[src/hw/rtl/pthe_pkg.sv]
package pthe_pkg;

    // Field widths
    localparam int TAG_W     = 32;
    localparam int CNT_W     = 24;
    localparam int COUNT_W   = 16;
    localparam int SECS_W    = 5;
    localparam int BOARD_FW  = 2;
    localparam int SLOT_FW   = 4;

    // One second of tag time is 0x1000 ticks
    localparam int ONE_SECOND_LOG2 = 12;

    // Saturation value of the per-board event counter
    localparam logic [CNT_W-1:0] COUNTER_MAX = 24'hFF_FFFF;

    // Item commands
    localparam logic CMD_LOAD  = 1'b0;
    localparam logic CMD_EVENT = 1'b1;

    // Front-to-back queue
    localparam int QUEUE_DEPTH = 2;

    typedef struct packed {
        logic                cmd;
        logic [BOARD_FW-1:0] board;
        logic [SLOT_FW-1:0]  slot;
        logic [COUNT_W-1:0]  slot_count;
        logic [TAG_W-1:0]    tag;
    } t_op;

    typedef struct packed {
        logic full;
        logic empty;
    } t_q_status;

endpackage

[src/hw/rtl/pthe_if.sv]
interface pthe_in_if import pthe_pkg::*; ();
    logic                valid;
    logic                ready;
    logic                cmd;
    logic [BOARD_FW-1:0] board;
    logic [SLOT_FW-1:0]  slot;
    logic [COUNT_W-1:0]  slot_count;
    logic [TAG_W-1:0]    tag;

    modport source (output valid, cmd, board, slot, slot_count, tag, input ready);
    modport sink   (input valid, cmd, board, slot, slot_count, tag, output ready);
endinterface

interface pthe_out_if import pthe_pkg::*; ();
    logic              valid;
    logic              ready;
    logic [TAG_W-1:0]  refined_tag;
    logic [SECS_W-1:0] seconds_passed;

    modport source (output valid, refined_tag, seconds_passed, input ready);
    modport sink   (input valid, refined_tag, seconds_passed, output ready);
endinterface

[src/hw/rtl/pthe_ram.sv]
module pthe_ram #(
    parameter int WIDTH = 16,
    parameter int DEPTH = 16
) (
    input  logic                                  i_clk,
    input  logic                                  i_we,
    input  logic [((DEPTH > 1) ? $clog2(DEPTH) : 1)-1:0] i_waddr,
    input  logic [WIDTH-1:0]                      i_wdata,
    input  logic                                  i_re,
    input  logic [((DEPTH > 1) ? $clog2(DEPTH) : 1)-1:0] i_raddr,
    output logic [WIDTH-1:0]                      o_rdata
);

    logic [WIDTH-1:0] r_mem [DEPTH];
    logic [WIDTH-1:0] r_rdata;

    always_ff @(posedge i_clk) begin
        if (i_we) begin
            r_mem[i_waddr] <= i_wdata;
        end
        if (i_re) begin
            r_rdata <= r_mem[i_raddr];
        end
    end

    assign o_rdata = r_rdata;

endmodule

[src/hw/rtl/pthe_front.sv]
module pthe_front import pthe_pkg::*; #(
    parameter int NUM_BOARDS  = 4,
    parameter int TABLE_SLOTS = 16
) (
    pthe_in_if.sink i_in,
    input  logic    i_full,
    output logic    o_push,
    output t_op     o_push_op
);

    logic accept;
    logic keep;

    assign i_in.ready = !i_full;
    assign accept     = i_in.valid && i_in.ready;

    // Loads outside the table and events from absent boards are dropped here
    always_comb begin
        if (i_in.cmd == CMD_LOAD) begin
            keep = (int'(i_in.slot) < TABLE_SLOTS);
        end else begin
            keep = (int'(i_in.board) < NUM_BOARDS);
        end
    end

    assign o_push = accept && keep;

    assign o_push_op.cmd        = i_in.cmd;
    assign o_push_op.board      = i_in.board;
    assign o_push_op.slot       = i_in.slot;
    assign o_push_op.slot_count = i_in.slot_count;
    assign o_push_op.tag        = i_in.tag;

endmodule

[src/hw/rtl/pthe_queue.sv]
module pthe_queue import pthe_pkg::*; (
    input  logic      i_clk,
    input  logic      i_rst_n,
    input  logic      i_push,
    input  t_op       i_push_op,
    input  logic      i_pop,
    output t_op       o_head,
    output t_q_status o_status
);

    localparam int PTR_W = (QUEUE_DEPTH > 1) ? $clog2(QUEUE_DEPTH) : 1;
    localparam int FILL_W = $clog2(QUEUE_DEPTH + 1);

    t_op              r_mem [QUEUE_DEPTH];
    logic [PTR_W-1:0] r_wptr, n_wptr;
    logic [PTR_W-1:0] r_rptr, n_rptr;
    logic [FILL_W-1:0] r_fill, n_fill;

    function automatic logic [PTR_W-1:0] ptr_inc(input logic [PTR_W-1:0] p);
        if (int'(p) == QUEUE_DEPTH - 1) begin
            return '0;
        end
        return p + 1'b1;
    endfunction

    always_comb begin
        n_wptr = r_wptr;
        n_rptr = r_rptr;
        n_fill = r_fill;
        if (i_push) begin
            n_wptr = ptr_inc(r_wptr);
        end
        if (i_pop) begin
            n_rptr = ptr_inc(r_rptr);
        end
        if (i_push && !i_pop) begin
            n_fill = r_fill + 1'b1;
        end else if (!i_push && i_pop) begin
            n_fill = r_fill - 1'b1;
        end
    end

    always_ff @(posedge i_clk) begin
        if (!i_rst_n) begin
            r_wptr <= '0;
            r_rptr <= '0;
            r_fill <= '0;
        end else begin
            r_wptr <= n_wptr;
            r_rptr <= n_rptr;
            r_fill <= n_fill;
        end
    end

    always_ff @(posedge i_clk) begin
        if (i_push) begin
            r_mem[r_wptr] <= i_push_op;
        end
    end

    assign o_head         = r_mem[r_rptr];
    assign o_status.full  = (int'(r_fill) == QUEUE_DEPTH);
    assign o_status.empty = (r_fill == '0);

endmodule

[src/hw/rtl/pthe_back.sv]
module pthe_back import pthe_pkg::*; #(
    parameter int NUM_BOARDS  = 4,
    parameter int TABLE_SLOTS = 16
) (
    input  logic       i_clk,
    input  logic       i_rst_n,
    input  t_op        i_head,
    input  t_q_status  i_q_status,
    output logic       o_pop,
    pthe_out_if.source o_out
);

    localparam int SLOT_AW = (TABLE_SLOTS > 1) ? $clog2(TABLE_SLOTS) : 1;
    localparam int SECS_IW = $clog2(TABLE_SLOTS + 1);
    localparam int BOARD_W = (NUM_BOARDS > 1) ? $clog2(NUM_BOARDS) : 1;

    localparam logic [1:0] ST_IDLE   = 2'd0;
    localparam logic [1:0] ST_WALK   = 2'd1;
    localparam logic [1:0] ST_FINISH = 2'd2;

    logic [1:0]         r_state, n_state;
    t_op                r_op, n_op;
    logic [BOARD_W-1:0] r_board, n_board;
    logic [CNT_W-1:0]   r_left, n_left;
    logic [SECS_IW-1:0] r_secs, n_secs;
    logic [TAG_W-1:0]   r_res_tag, n_res_tag;
    logic [SECS_W-1:0]  r_res_secs, n_res_secs;
    logic               r_out_valid, n_out_valid;
    logic [TAG_W-1:0]   r_out_tag, n_out_tag;
    logic [SECS_W-1:0]  r_out_secs, n_out_secs;

    logic [TABLE_SLOTS-1:0] r_tab_valid, n_tab_valid;
    logic [CNT_W-1:0]       r_counter [NUM_BOARDS];
    logic [CNT_W-1:0]       n_counter [NUM_BOARDS];
    logic [TAG_W-1:0]       r_last_tag [NUM_BOARDS];
    logic [TAG_W-1:0]       n_last_tag [NUM_BOARDS];
    logic [NUM_BOARDS-1:0]  r_first, n_first;

    logic               ram_we;
    logic [SLOT_AW-1:0] ram_waddr;
    logic               ram_re;
    logic [SLOT_AW-1:0] ram_raddr;
    logic [COUNT_W-1:0] ram_rdata;

    logic               slot_done;
    logic [COUNT_W-1:0] tab_data;
    logic               go_on;
    logic [BOARD_W-1:0] head_board;
    logic [CNT_W-1:0]   base_cnt;

    // table writes happen only at the pop of a load, so the data comes from the head
    pthe_ram #(
        .WIDTH (COUNT_W),
        .DEPTH (TABLE_SLOTS)
    ) u_table (
        .i_clk   (i_clk),
        .i_we    (ram_we),
        .i_waddr (ram_waddr),
        .i_wdata (i_head.slot_count),
        .i_re    (ram_re),
        .i_raddr (ram_raddr),
        .o_rdata (ram_rdata)
    );

    assign head_board = BOARD_W'(i_head.board);

    // r_secs is the slot whose data the RAM shows this cycle; unwritten slots read as zero
    assign slot_done = (int'(r_secs) == TABLE_SLOTS);
    assign tab_data  = (!slot_done && r_tab_valid[r_secs[SLOT_AW-1:0]]) ? ram_rdata : '0;
    assign go_on     = !slot_done && (r_left > CNT_W'(tab_data));
    assign base_cnt  = (r_op.tag != r_last_tag[r_board]) ? '0 : r_counter[r_board];

    always_comb begin
        n_state     = r_state;
        n_op        = r_op;
        n_board     = r_board;
        n_left      = r_left;
        n_secs      = r_secs;
        n_res_tag   = r_res_tag;
        n_res_secs  = r_res_secs;
        n_out_valid = r_out_valid;
        n_out_tag   = r_out_tag;
        n_out_secs  = r_out_secs;
        n_tab_valid = r_tab_valid;
        n_counter   = r_counter;
        n_last_tag  = r_last_tag;
        n_first     = r_first;
        o_pop       = 1'b0;
        ram_we      = 1'b0;
        ram_waddr   = SLOT_AW'(r_op.slot);
        ram_re      = 1'b0;
        ram_raddr   = '0;

        if (r_out_valid && o_out.ready) begin
            n_out_valid = 1'b0;
        end

        case (r_state)
            ST_IDLE: begin
                if (!i_q_status.empty) begin
                    o_pop   = 1'b1;
                    n_op    = i_head;
                    n_board = head_board;
                    if (i_head.cmd == CMD_LOAD) begin
                        ram_we                 = 1'b1;
                        ram_waddr              = SLOT_AW'(i_head.slot);
                        n_tab_valid[ram_waddr] = 1'b1;
                    end else if (r_first[head_board]) begin
                        n_first[head_board] = 1'b0;
                        n_res_tag           = i_head.tag;
                        n_res_secs          = '0;
                        n_state             = ST_FINISH;
                    end else begin
                        n_left  = r_counter[head_board];
                        n_secs  = '0;
                        ram_re  = 1'b1;
                        n_state = ST_WALK;
                    end
                end
            end
            ST_WALK: begin
                if (go_on) begin
                    n_left    = r_left - CNT_W'(tab_data);
                    n_secs    = r_secs + 1'b1;
                    ram_re    = (int'(r_secs) + 1 < TABLE_SLOTS);
                    ram_raddr = SLOT_AW'(r_secs + 1'b1);
                end else begin
                    n_counter[r_board]  = (base_cnt == COUNTER_MAX) ? base_cnt
                                                                    : base_cnt + 1'b1;
                    n_last_tag[r_board] = r_op.tag;
                    n_res_tag  = r_op.tag + (TAG_W'(r_secs) << ONE_SECOND_LOG2);
                    n_res_secs = SECS_W'(r_secs);
                    n_state    = ST_FINISH;
                end
            end
            ST_FINISH: begin
                if (!r_out_valid || o_out.ready) begin
                    n_out_valid = 1'b1;
                    n_out_tag   = r_res_tag;
                    n_out_secs  = r_res_secs;
                    n_state     = ST_IDLE;
                end
            end
            default: begin
                n_state = ST_IDLE;
            end
        endcase
    end

    always_ff @(posedge i_clk) begin
        if (!i_rst_n) begin
            r_state     <= ST_IDLE;
            r_out_valid <= 1'b0;
            r_tab_valid <= '0;
            r_first     <= '1;
            for (int b = 0; b < NUM_BOARDS; b++) begin
                r_counter[b]  <= '0;
                r_last_tag[b] <= '0;
            end
        end else begin
            r_state     <= n_state;
            r_out_valid <= n_out_valid;
            r_tab_valid <= n_tab_valid;
            r_first     <= n_first;
            r_counter   <= n_counter;
            r_last_tag  <= n_last_tag;
        end
    end

    always_ff @(posedge i_clk) begin
        r_op       <= n_op;
        r_board    <= n_board;
        r_left     <= n_left;
        r_secs     <= n_secs;
        r_res_tag  <= n_res_tag;
        r_res_secs <= n_res_secs;
        r_out_tag  <= n_out_tag;
        r_out_secs <= n_out_secs;
    end

    assign o_out.valid          = r_out_valid;
    assign o_out.refined_tag    = r_out_tag;
    assign o_out.seconds_passed = r_out_secs;

endmodule

[src/hw/rtl/packet_time_histogram_expander_top.sv]
// Packet time tag refiner. Load items (cmd 0) write one per-second event count into a
// table of TABLE_SLOTS slots; event items (cmd 1) return the tag advanced by 0x1000 for
// every table slot the board's event counter passes, and give one result transfer each.
// Loads give no result, and loads to slots past the table or events from boards at or
// beyond NUM_BOARDS are taken and dropped. A front end classifies items and places them
// in a two-entry queue, so the input keeps taking transfers while the queue is not full,
// also while the back end works and while a result waits in the output register. The
// back end runs one item at a time: a load is written as it is popped, a board's first
// event returns its own tag with no walk, and any later event first walks the count
// table, passing k slots (at most TABLE_SLOTS), one slot per cycle through its single
// read port. Table slots never loaded since reset read as zero; no clearing pass is
// needed after reset.
module packet_time_histogram_expander_top import pthe_pkg::*; #(
    parameter int NUM_BOARDS  = 4,
    parameter int TABLE_SLOTS = 16
) (
    input  logic       i_clk,
    input  logic       i_rst_n,
    pthe_in_if.sink    i_in,
    pthe_out_if.source o_out
);

    // front -> queue
    logic      push;
    t_op       push_op;
    // queue -> back
    t_op       head;
    t_q_status q_status;
    logic      pop;

    // Front: handshake and range classification
    pthe_front #(
        .NUM_BOARDS  (NUM_BOARDS),
        .TABLE_SLOTS (TABLE_SLOTS)
    ) u_front (
        .i_in      (i_in),
        .i_full    (q_status.full),
        .o_push    (push),
        .o_push_op (push_op)
    );

    // Decoupling queue, keeps item order for loads and events alike
    pthe_queue u_queue (
        .i_clk     (i_clk),
        .i_rst_n   (i_rst_n),
        .i_push    (push),
        .i_push_op (push_op),
        .i_pop     (pop),
        .o_head    (head),
        .o_status  (q_status)
    );

    // Back: table writes, per-board state, slot walk and result register
    pthe_back #(
        .NUM_BOARDS  (NUM_BOARDS),
        .TABLE_SLOTS (TABLE_SLOTS)
    ) u_back (
        .i_clk      (i_clk),
        .i_rst_n    (i_rst_n),
        .i_head     (head),
        .i_q_status (q_status),
        .o_pop      (pop),
        .o_out      (o_out)
    );

`ifndef ASSERT_OFF
    // no push into a full queue
    a_no_overflow: assert property (@(posedge i_clk) disable iff (!i_rst_n)
        push |-> !q_status.full)
        else $error("queue overflow");

    // no pop from an empty queue
    a_no_underflow: assert property (@(posedge i_clk) disable iff (!i_rst_n)
        pop |-> !q_status.empty)
        else $error("queue underflow");

    // status flags stay consistent
    a_status_sane: assert property (@(posedge i_clk) disable iff (!i_rst_n)
        !(q_status.full && q_status.empty))
        else $error("queue full and empty at once");
`endif

endmodule
[src/flat_wrapper.sv]
// flat-port wrapper written by rule: the top's interface ports become plain ports
module packet_time_histogram_expander_top_flat import pthe_pkg::*;
#(
    parameter int NUM_BOARDS  = 4,
    parameter int TABLE_SLOTS = 16
)
  (i_clk, i_rst_n, i_in_valid, i_in_cmd, i_in_board, i_in_slot, i_in_slot_count, i_in_tag, i_in_ready, o_out_valid, o_out_refined_tag, o_out_seconds_passed, o_out_ready);
  pthe_in_if i_in_i ();
  pthe_out_if o_out_i ();
  input  logic i_clk;
  input  logic i_rst_n;
  input wire logic [$bits(i_in_i.valid)-1:0] i_in_valid;
  input wire logic [$bits(i_in_i.cmd)-1:0] i_in_cmd;
  input wire logic [$bits(i_in_i.board)-1:0] i_in_board;
  input wire logic [$bits(i_in_i.slot)-1:0] i_in_slot;
  input wire logic [$bits(i_in_i.slot_count)-1:0] i_in_slot_count;
  input wire logic [$bits(i_in_i.tag)-1:0] i_in_tag;
  output wire logic [$bits(i_in_i.ready)-1:0] i_in_ready;
  output wire logic [$bits(o_out_i.valid)-1:0] o_out_valid;
  output wire logic [$bits(o_out_i.refined_tag)-1:0] o_out_refined_tag;
  output wire logic [$bits(o_out_i.seconds_passed)-1:0] o_out_seconds_passed;
  input wire logic [$bits(o_out_i.ready)-1:0] o_out_ready;
  assign i_in_i.valid = i_in_valid;
  assign i_in_i.cmd = i_in_cmd;
  assign i_in_i.board = i_in_board;
  assign i_in_i.slot = i_in_slot;
  assign i_in_i.slot_count = i_in_slot_count;
  assign i_in_i.tag = i_in_tag;
  assign i_in_ready = i_in_i.ready;
  assign o_out_valid = o_out_i.valid;
  assign o_out_refined_tag = o_out_i.refined_tag;
  assign o_out_seconds_passed = o_out_i.seconds_passed;
  assign o_out_i.ready = o_out_ready;
  packet_time_histogram_expander_top #(.NUM_BOARDS(NUM_BOARDS), .TABLE_SLOTS(TABLE_SLOTS)) u_core (.i_clk(i_clk), .i_rst_n(i_rst_n), .i_in(i_in_i), .o_out(o_out_i));
endmodule
[config.mk]
export PLATFORM = sky130hd
export DESIGN_NAME = packet_time_histogram_expander_top_flat
export DESIGN_NICKNAME = d
export VERILOG_FILES = /design/src/hw/rtl/pthe_pkg.sv /design/src/hw/rtl/pthe_if.sv /design/src/hw/rtl/pthe_ram.sv /design/src/hw/rtl/pthe_front.sv /design/src/hw/rtl/pthe_queue.sv /design/src/hw/rtl/pthe_back.sv /design/src/hw/rtl/packet_time_histogram_expander_top.sv /design/src/flat_wrapper.sv
export SDC_FILE = /design/constraint.sdc
export NUM_CORES = 1
export LEC_CHECK = 0
export BUFFER_PORTS_ARGS = -buffer_cell sky130_fd_sc_hd__buf_2
export CORE_ASPECT_RATIO = 1.25
export CORE_MARGIN = 10
export CORE_UTILIZATION = 45
export DETAILED_ROUTE_END_ITERATION = 10
export GPL_ROUTABILITY_DRIVEN = 0
export SYNTH_ARGS = -nofsm -noshare
export SYNTH_HDL_FRONTEND = slang
export SYNTH_SLANG_ARGS = --single-unit
[constraint.sdc]
create_clock -name i_clk -period 8.2 [get_ports i_clk]
set_input_delay 2.05 -clock i_clk [delete_from_list [all_inputs] [get_ports i_clk]]
set_output_delay 2.05 -clock i_clk [all_outputs]
set_load 0.03 [all_outputs]
==> qor.yml <==
syn_inst: 2727
async_reset_ff_frac: 0
worst_path_max_delay_cell: "nand3_1"
clock_skew_ns: 0.0350
antenna_cells: 0
mostFrequentLayoutCell: "nand2_1"
share_of_final_layout_standard_cells_stronger_than_drive_strength_1: 0.148
synth_enable_flop_cells: 521
timing.critical_path.from_type: "flip-flop"
detail_route.wl_per_cell_um: 23.1
post_synth_main_area_contributors: "edfxtp_1 48%, dfxtp_1 16%, nand2_1 6.1%"
die-height_um: 320
max-clock-path-buffers: 3
critPathKind: "reg -> reg"
cp_data_arrival_time_ns: 6.88
cts_root_buf: "clkbuf_16"
power.clock.fraction: 0.320
power_frac_seq: 0.473
placedInstanceArea_um2: 34000
cts_inserted_buffers: 79
grt_start_max_net_pins: 111
timing.critical_path.cells: "inv_1 > ha_1 > nor4bb_1 > nor2b_1 > and2_1 > ha_1 > fa_1 > nor2b_1 > o21ai_0 > a21oi_1 > o211a_1 > o21a_1 > nand3_1 > a211oi_1 > o22ai_1"
starting_density: 0.452
rows: 110
fin_setup_tns_ns: 0
detail-route-antenna-nets: 0
tritoncts: "yes"
top_library_cells_by_usage_in_the_layout_fill_and_taps_aside: "525 x nand2_1, 521 x edfxtp_1, 251 x dfxtp_1, 192 x a21oi_1, 189 x nor2_1"
critical-path-max-stage-delay_ns: 0.82
setup_repair_after_global_routing_missed_its_margin: "no"
critPathCaptureType: "flip-flop"
synth_ff_type: "edfxtp_1"
overflow: 0
drt-pass1-iter-count: 6
yosysUniqueCellTypes: 66
layout-area-overhead-vs-synth_pct: 12.7
syn-mean-instance-area_um2: 11.9
antenna_found_initial: 0
worstSkewPairLatency_ns: 0.64
worst-slew-pin-transition_ns: 1.17
mappedNetlistArea_um2: 32400
vdd_ir_drop_max_mv: 0.259
switching_share: 0.316
total_switching_power_uw: 3500
yosysSeqAreaShare: 0.638
synth.ff_latch_count: 773
combinationalPowerShare: 0.208
fp.coreArea_um2: 71700
timing.final.crit_share: 0.796
cts_setup_buffers: 0
p_leak_uw: 0.0120
detail_route.iter0.violations: 1872
required_ns: 8.55
cp_num_buf_inv: 1
total_number_of_vias: 22201
cpLargestDelayFamily: "simple AND/OR/NAND/NOR gates"
total_routing_usage_reported_by_global_routing: 0.207
maxCapViolations: 0
timing.final.hold_violations: 0
cellPowerDensity_nw_per_um2: 303
grt_pass1_wl_um: 133000
ys.warnings.count: 0
dieArea_um2: 83300
slew_violations: 0
timing.slew.headroom: 0.221
cp_max_fanout: 20
cts_hold_buffers: 0
die_x_um: 260
post-route-cell-area_um2: 36600
design.portCount: 98
route.detailed.vias_per_inst: 5.83
wirelength_um: 87700
hpwl_um: 55200
fin_crit_ns: 6.53
cts_num_sinks: 773
synth_largest_area_cell: "edfxtp_1"
holdCritPathClass: "reg -> reg"
postSynthNetCount: 2813
placement.io_buffers: 97
post-route-drc-count: 0
power.internal_uw: 7590
yosysTopAreaCellShare: 0.482
finalSetupViolCount: 0
htree_num_levels: 3
result_of_the_run: "complete, no violations"
finalNetCount: 2875
final_util: 0.510
post_cts_resized: 0
max_clock_freq_ghz: 0.153
first_global_vias: 22107
clk_transition_reported_paths_ns: 0.07
-- final cells by class --
class                   instances  area, um^2
well taps                     952        1190
clock inverters                36         374
inverters                      23        91.3
fillers                      6130       35200
repair buffers                152         898
multi-input cells            1760       11100
clock buffers                 109        2200
flip-flops and latches        773       20700
-- sequential cells by signal (all words and copies together), names as in the netlist, named ones only --
| signal | flops |
|---|---|
| u_core.u_queue.r_fill | 2 |
| u_core.u_queue.r_mem | 110 |
| u_core.u_back.r_state | 2 |
| u_core.u_back.r_left | 24 |
| u_core.u_back.r_counter | 96 |
| u_core.u_back.r_last_tag | 128 |
| u_core.u_back.r_op | 34 |
| u_core.u_back.r_secs | 5 |
| u_core.u_back.r_tab_valid | 16 |
| u_core.u_back.r_first | 4 |
| u_core.u_queue.r_rptr | 1 |
| u_core.u_back.o_out.valid | 1 |
| u_core.u_queue.r_wptr | 1 |
| u_core.u_back.r_board | 2 |
| u_core.u_back.o_out.refined_tag | 32 |
| u_core.u_back.u_table.o_rdata | 16 |
| u_core.u_back.r_res_secs | 5 |
| u_core.u_back.r_res_tag | 32 |
| u_core.u_back.o_out.seconds_passed | 5 |
| u_core.u_back.u_table.r_mem | 256 |
-- layer usage --
metal	vias to the layer above	global-route usage	routed length, um
li1	10120	-	-
met1	11096	0.253	34400
met2	835	0.368	45500
met3	150	0.0268	5370
met4	0	0.0702	2480
met5	-	0	0
-- synth_stat cells (5+ instances only) --
| cell | n |
|---|---|
| nand2_1 | 526 |
| o21a_1 | 9 |
| or3_1 | 7 |
| and2_1 | 19 |
| o21ai_0 | 58 |
| clkbuf_1 | 152 |
| o31ai_1 | 9 |
| o2bb2ai_1 | 26 |
| inv_1 | 19 |
| xor2_1 | 34 |
| nand3_1 | 101 |
| nand2b_1 | 23 |
| mux4_2 | 61 |
| a21o_1 | 5 |
| mux2i_1 | 26 |
| mux2_2 | 54 |
| buf_2 | 6 |
| nor2_1 | 195 |
| a2111oi_0 | 31 |
| a21oi_1 | 193 |
| a31oi_1 | 20 |
| edfxtp_1 | 521 |
| and2_0 | 5 |
| nor4_1 | 6 |
| xnor2_1 | 56 |
| o22ai_1 | 46 |
| a22oi_1 | 6 |
| nor3_1 | 25 |
| nor2b_1 | 13 |
| ha_1 | 25 |
| buf_1 | 9 |
| and3_1 | 38 |
| or2_2 | 6 |
| a211oi_1 | 35 |
| nand4_1 | 11 |
| a22o_1 | 28 |
| dfxtp_1 | 252 |
| o221ai_1 | 17 |
-- power groups by stage --
stage                     sequential, uW  clock [uW]  combinational (uW)
after global routing                5290        3760                2480
after floorplan                     5150           0                1570
final                               5240        3540                2300
after global placement              5310           0                2260
after detailed placement            5320           0                2300
after CTS                           5240        3610                2310
-- logic make-up after synthesis --
group           share of synthesized area
compound gates                      0.102
xor+xnor                           0.0243
fa+ha+maj                          0.0109
buf+inv                            0.0234
flops                               0.638
mux                                0.0691
simple gates                        0.133
-- worst paths after layout --
check	depth (start not counted)	slack, ns	from	to
min	0	0.41	u_core.u_back.r_res_tag[7]$_DFFE_PP_	u_core.u_back.o_out.refined_tag[7]$_DFFE_PP_
max	15	1.67	u_core.u_back.r_secs[0]$_SDFFCE_PN0P_	u_core.u_back.u_table.o_rdata[7]$_DFFE_PP_
min reg2reg	0	0.41	u_core.u_back.r_res_tag[7]$_DFFE_PP_	u_core.u_back.o_out.refined_tag[7]$_DFFE_PP_
max reg2reg	15	1.67	u_core.u_back.r_secs[0]$_SDFFCE_PN0P_	u_core.u_back.u_table.o_rdata[7]$_DFFE_PP_
-- per-stage QoR --
step           hold slack, ns  setup WS, ns  instances  power, uW
2_1_floorplan           0.400          1.66       2727       6720
3_3_place_gp            0.402          2.03       3660       7570
3_5_place_dp            0.406          1.83       3660       7620
4_1_cts                 0.413          1.80       3805      11200
5_1_grt                 0.422          1.24       3805      11500
6_report                0.411          1.67       3805      11100
Note: power is estimated with default switching activity, not from simulation.
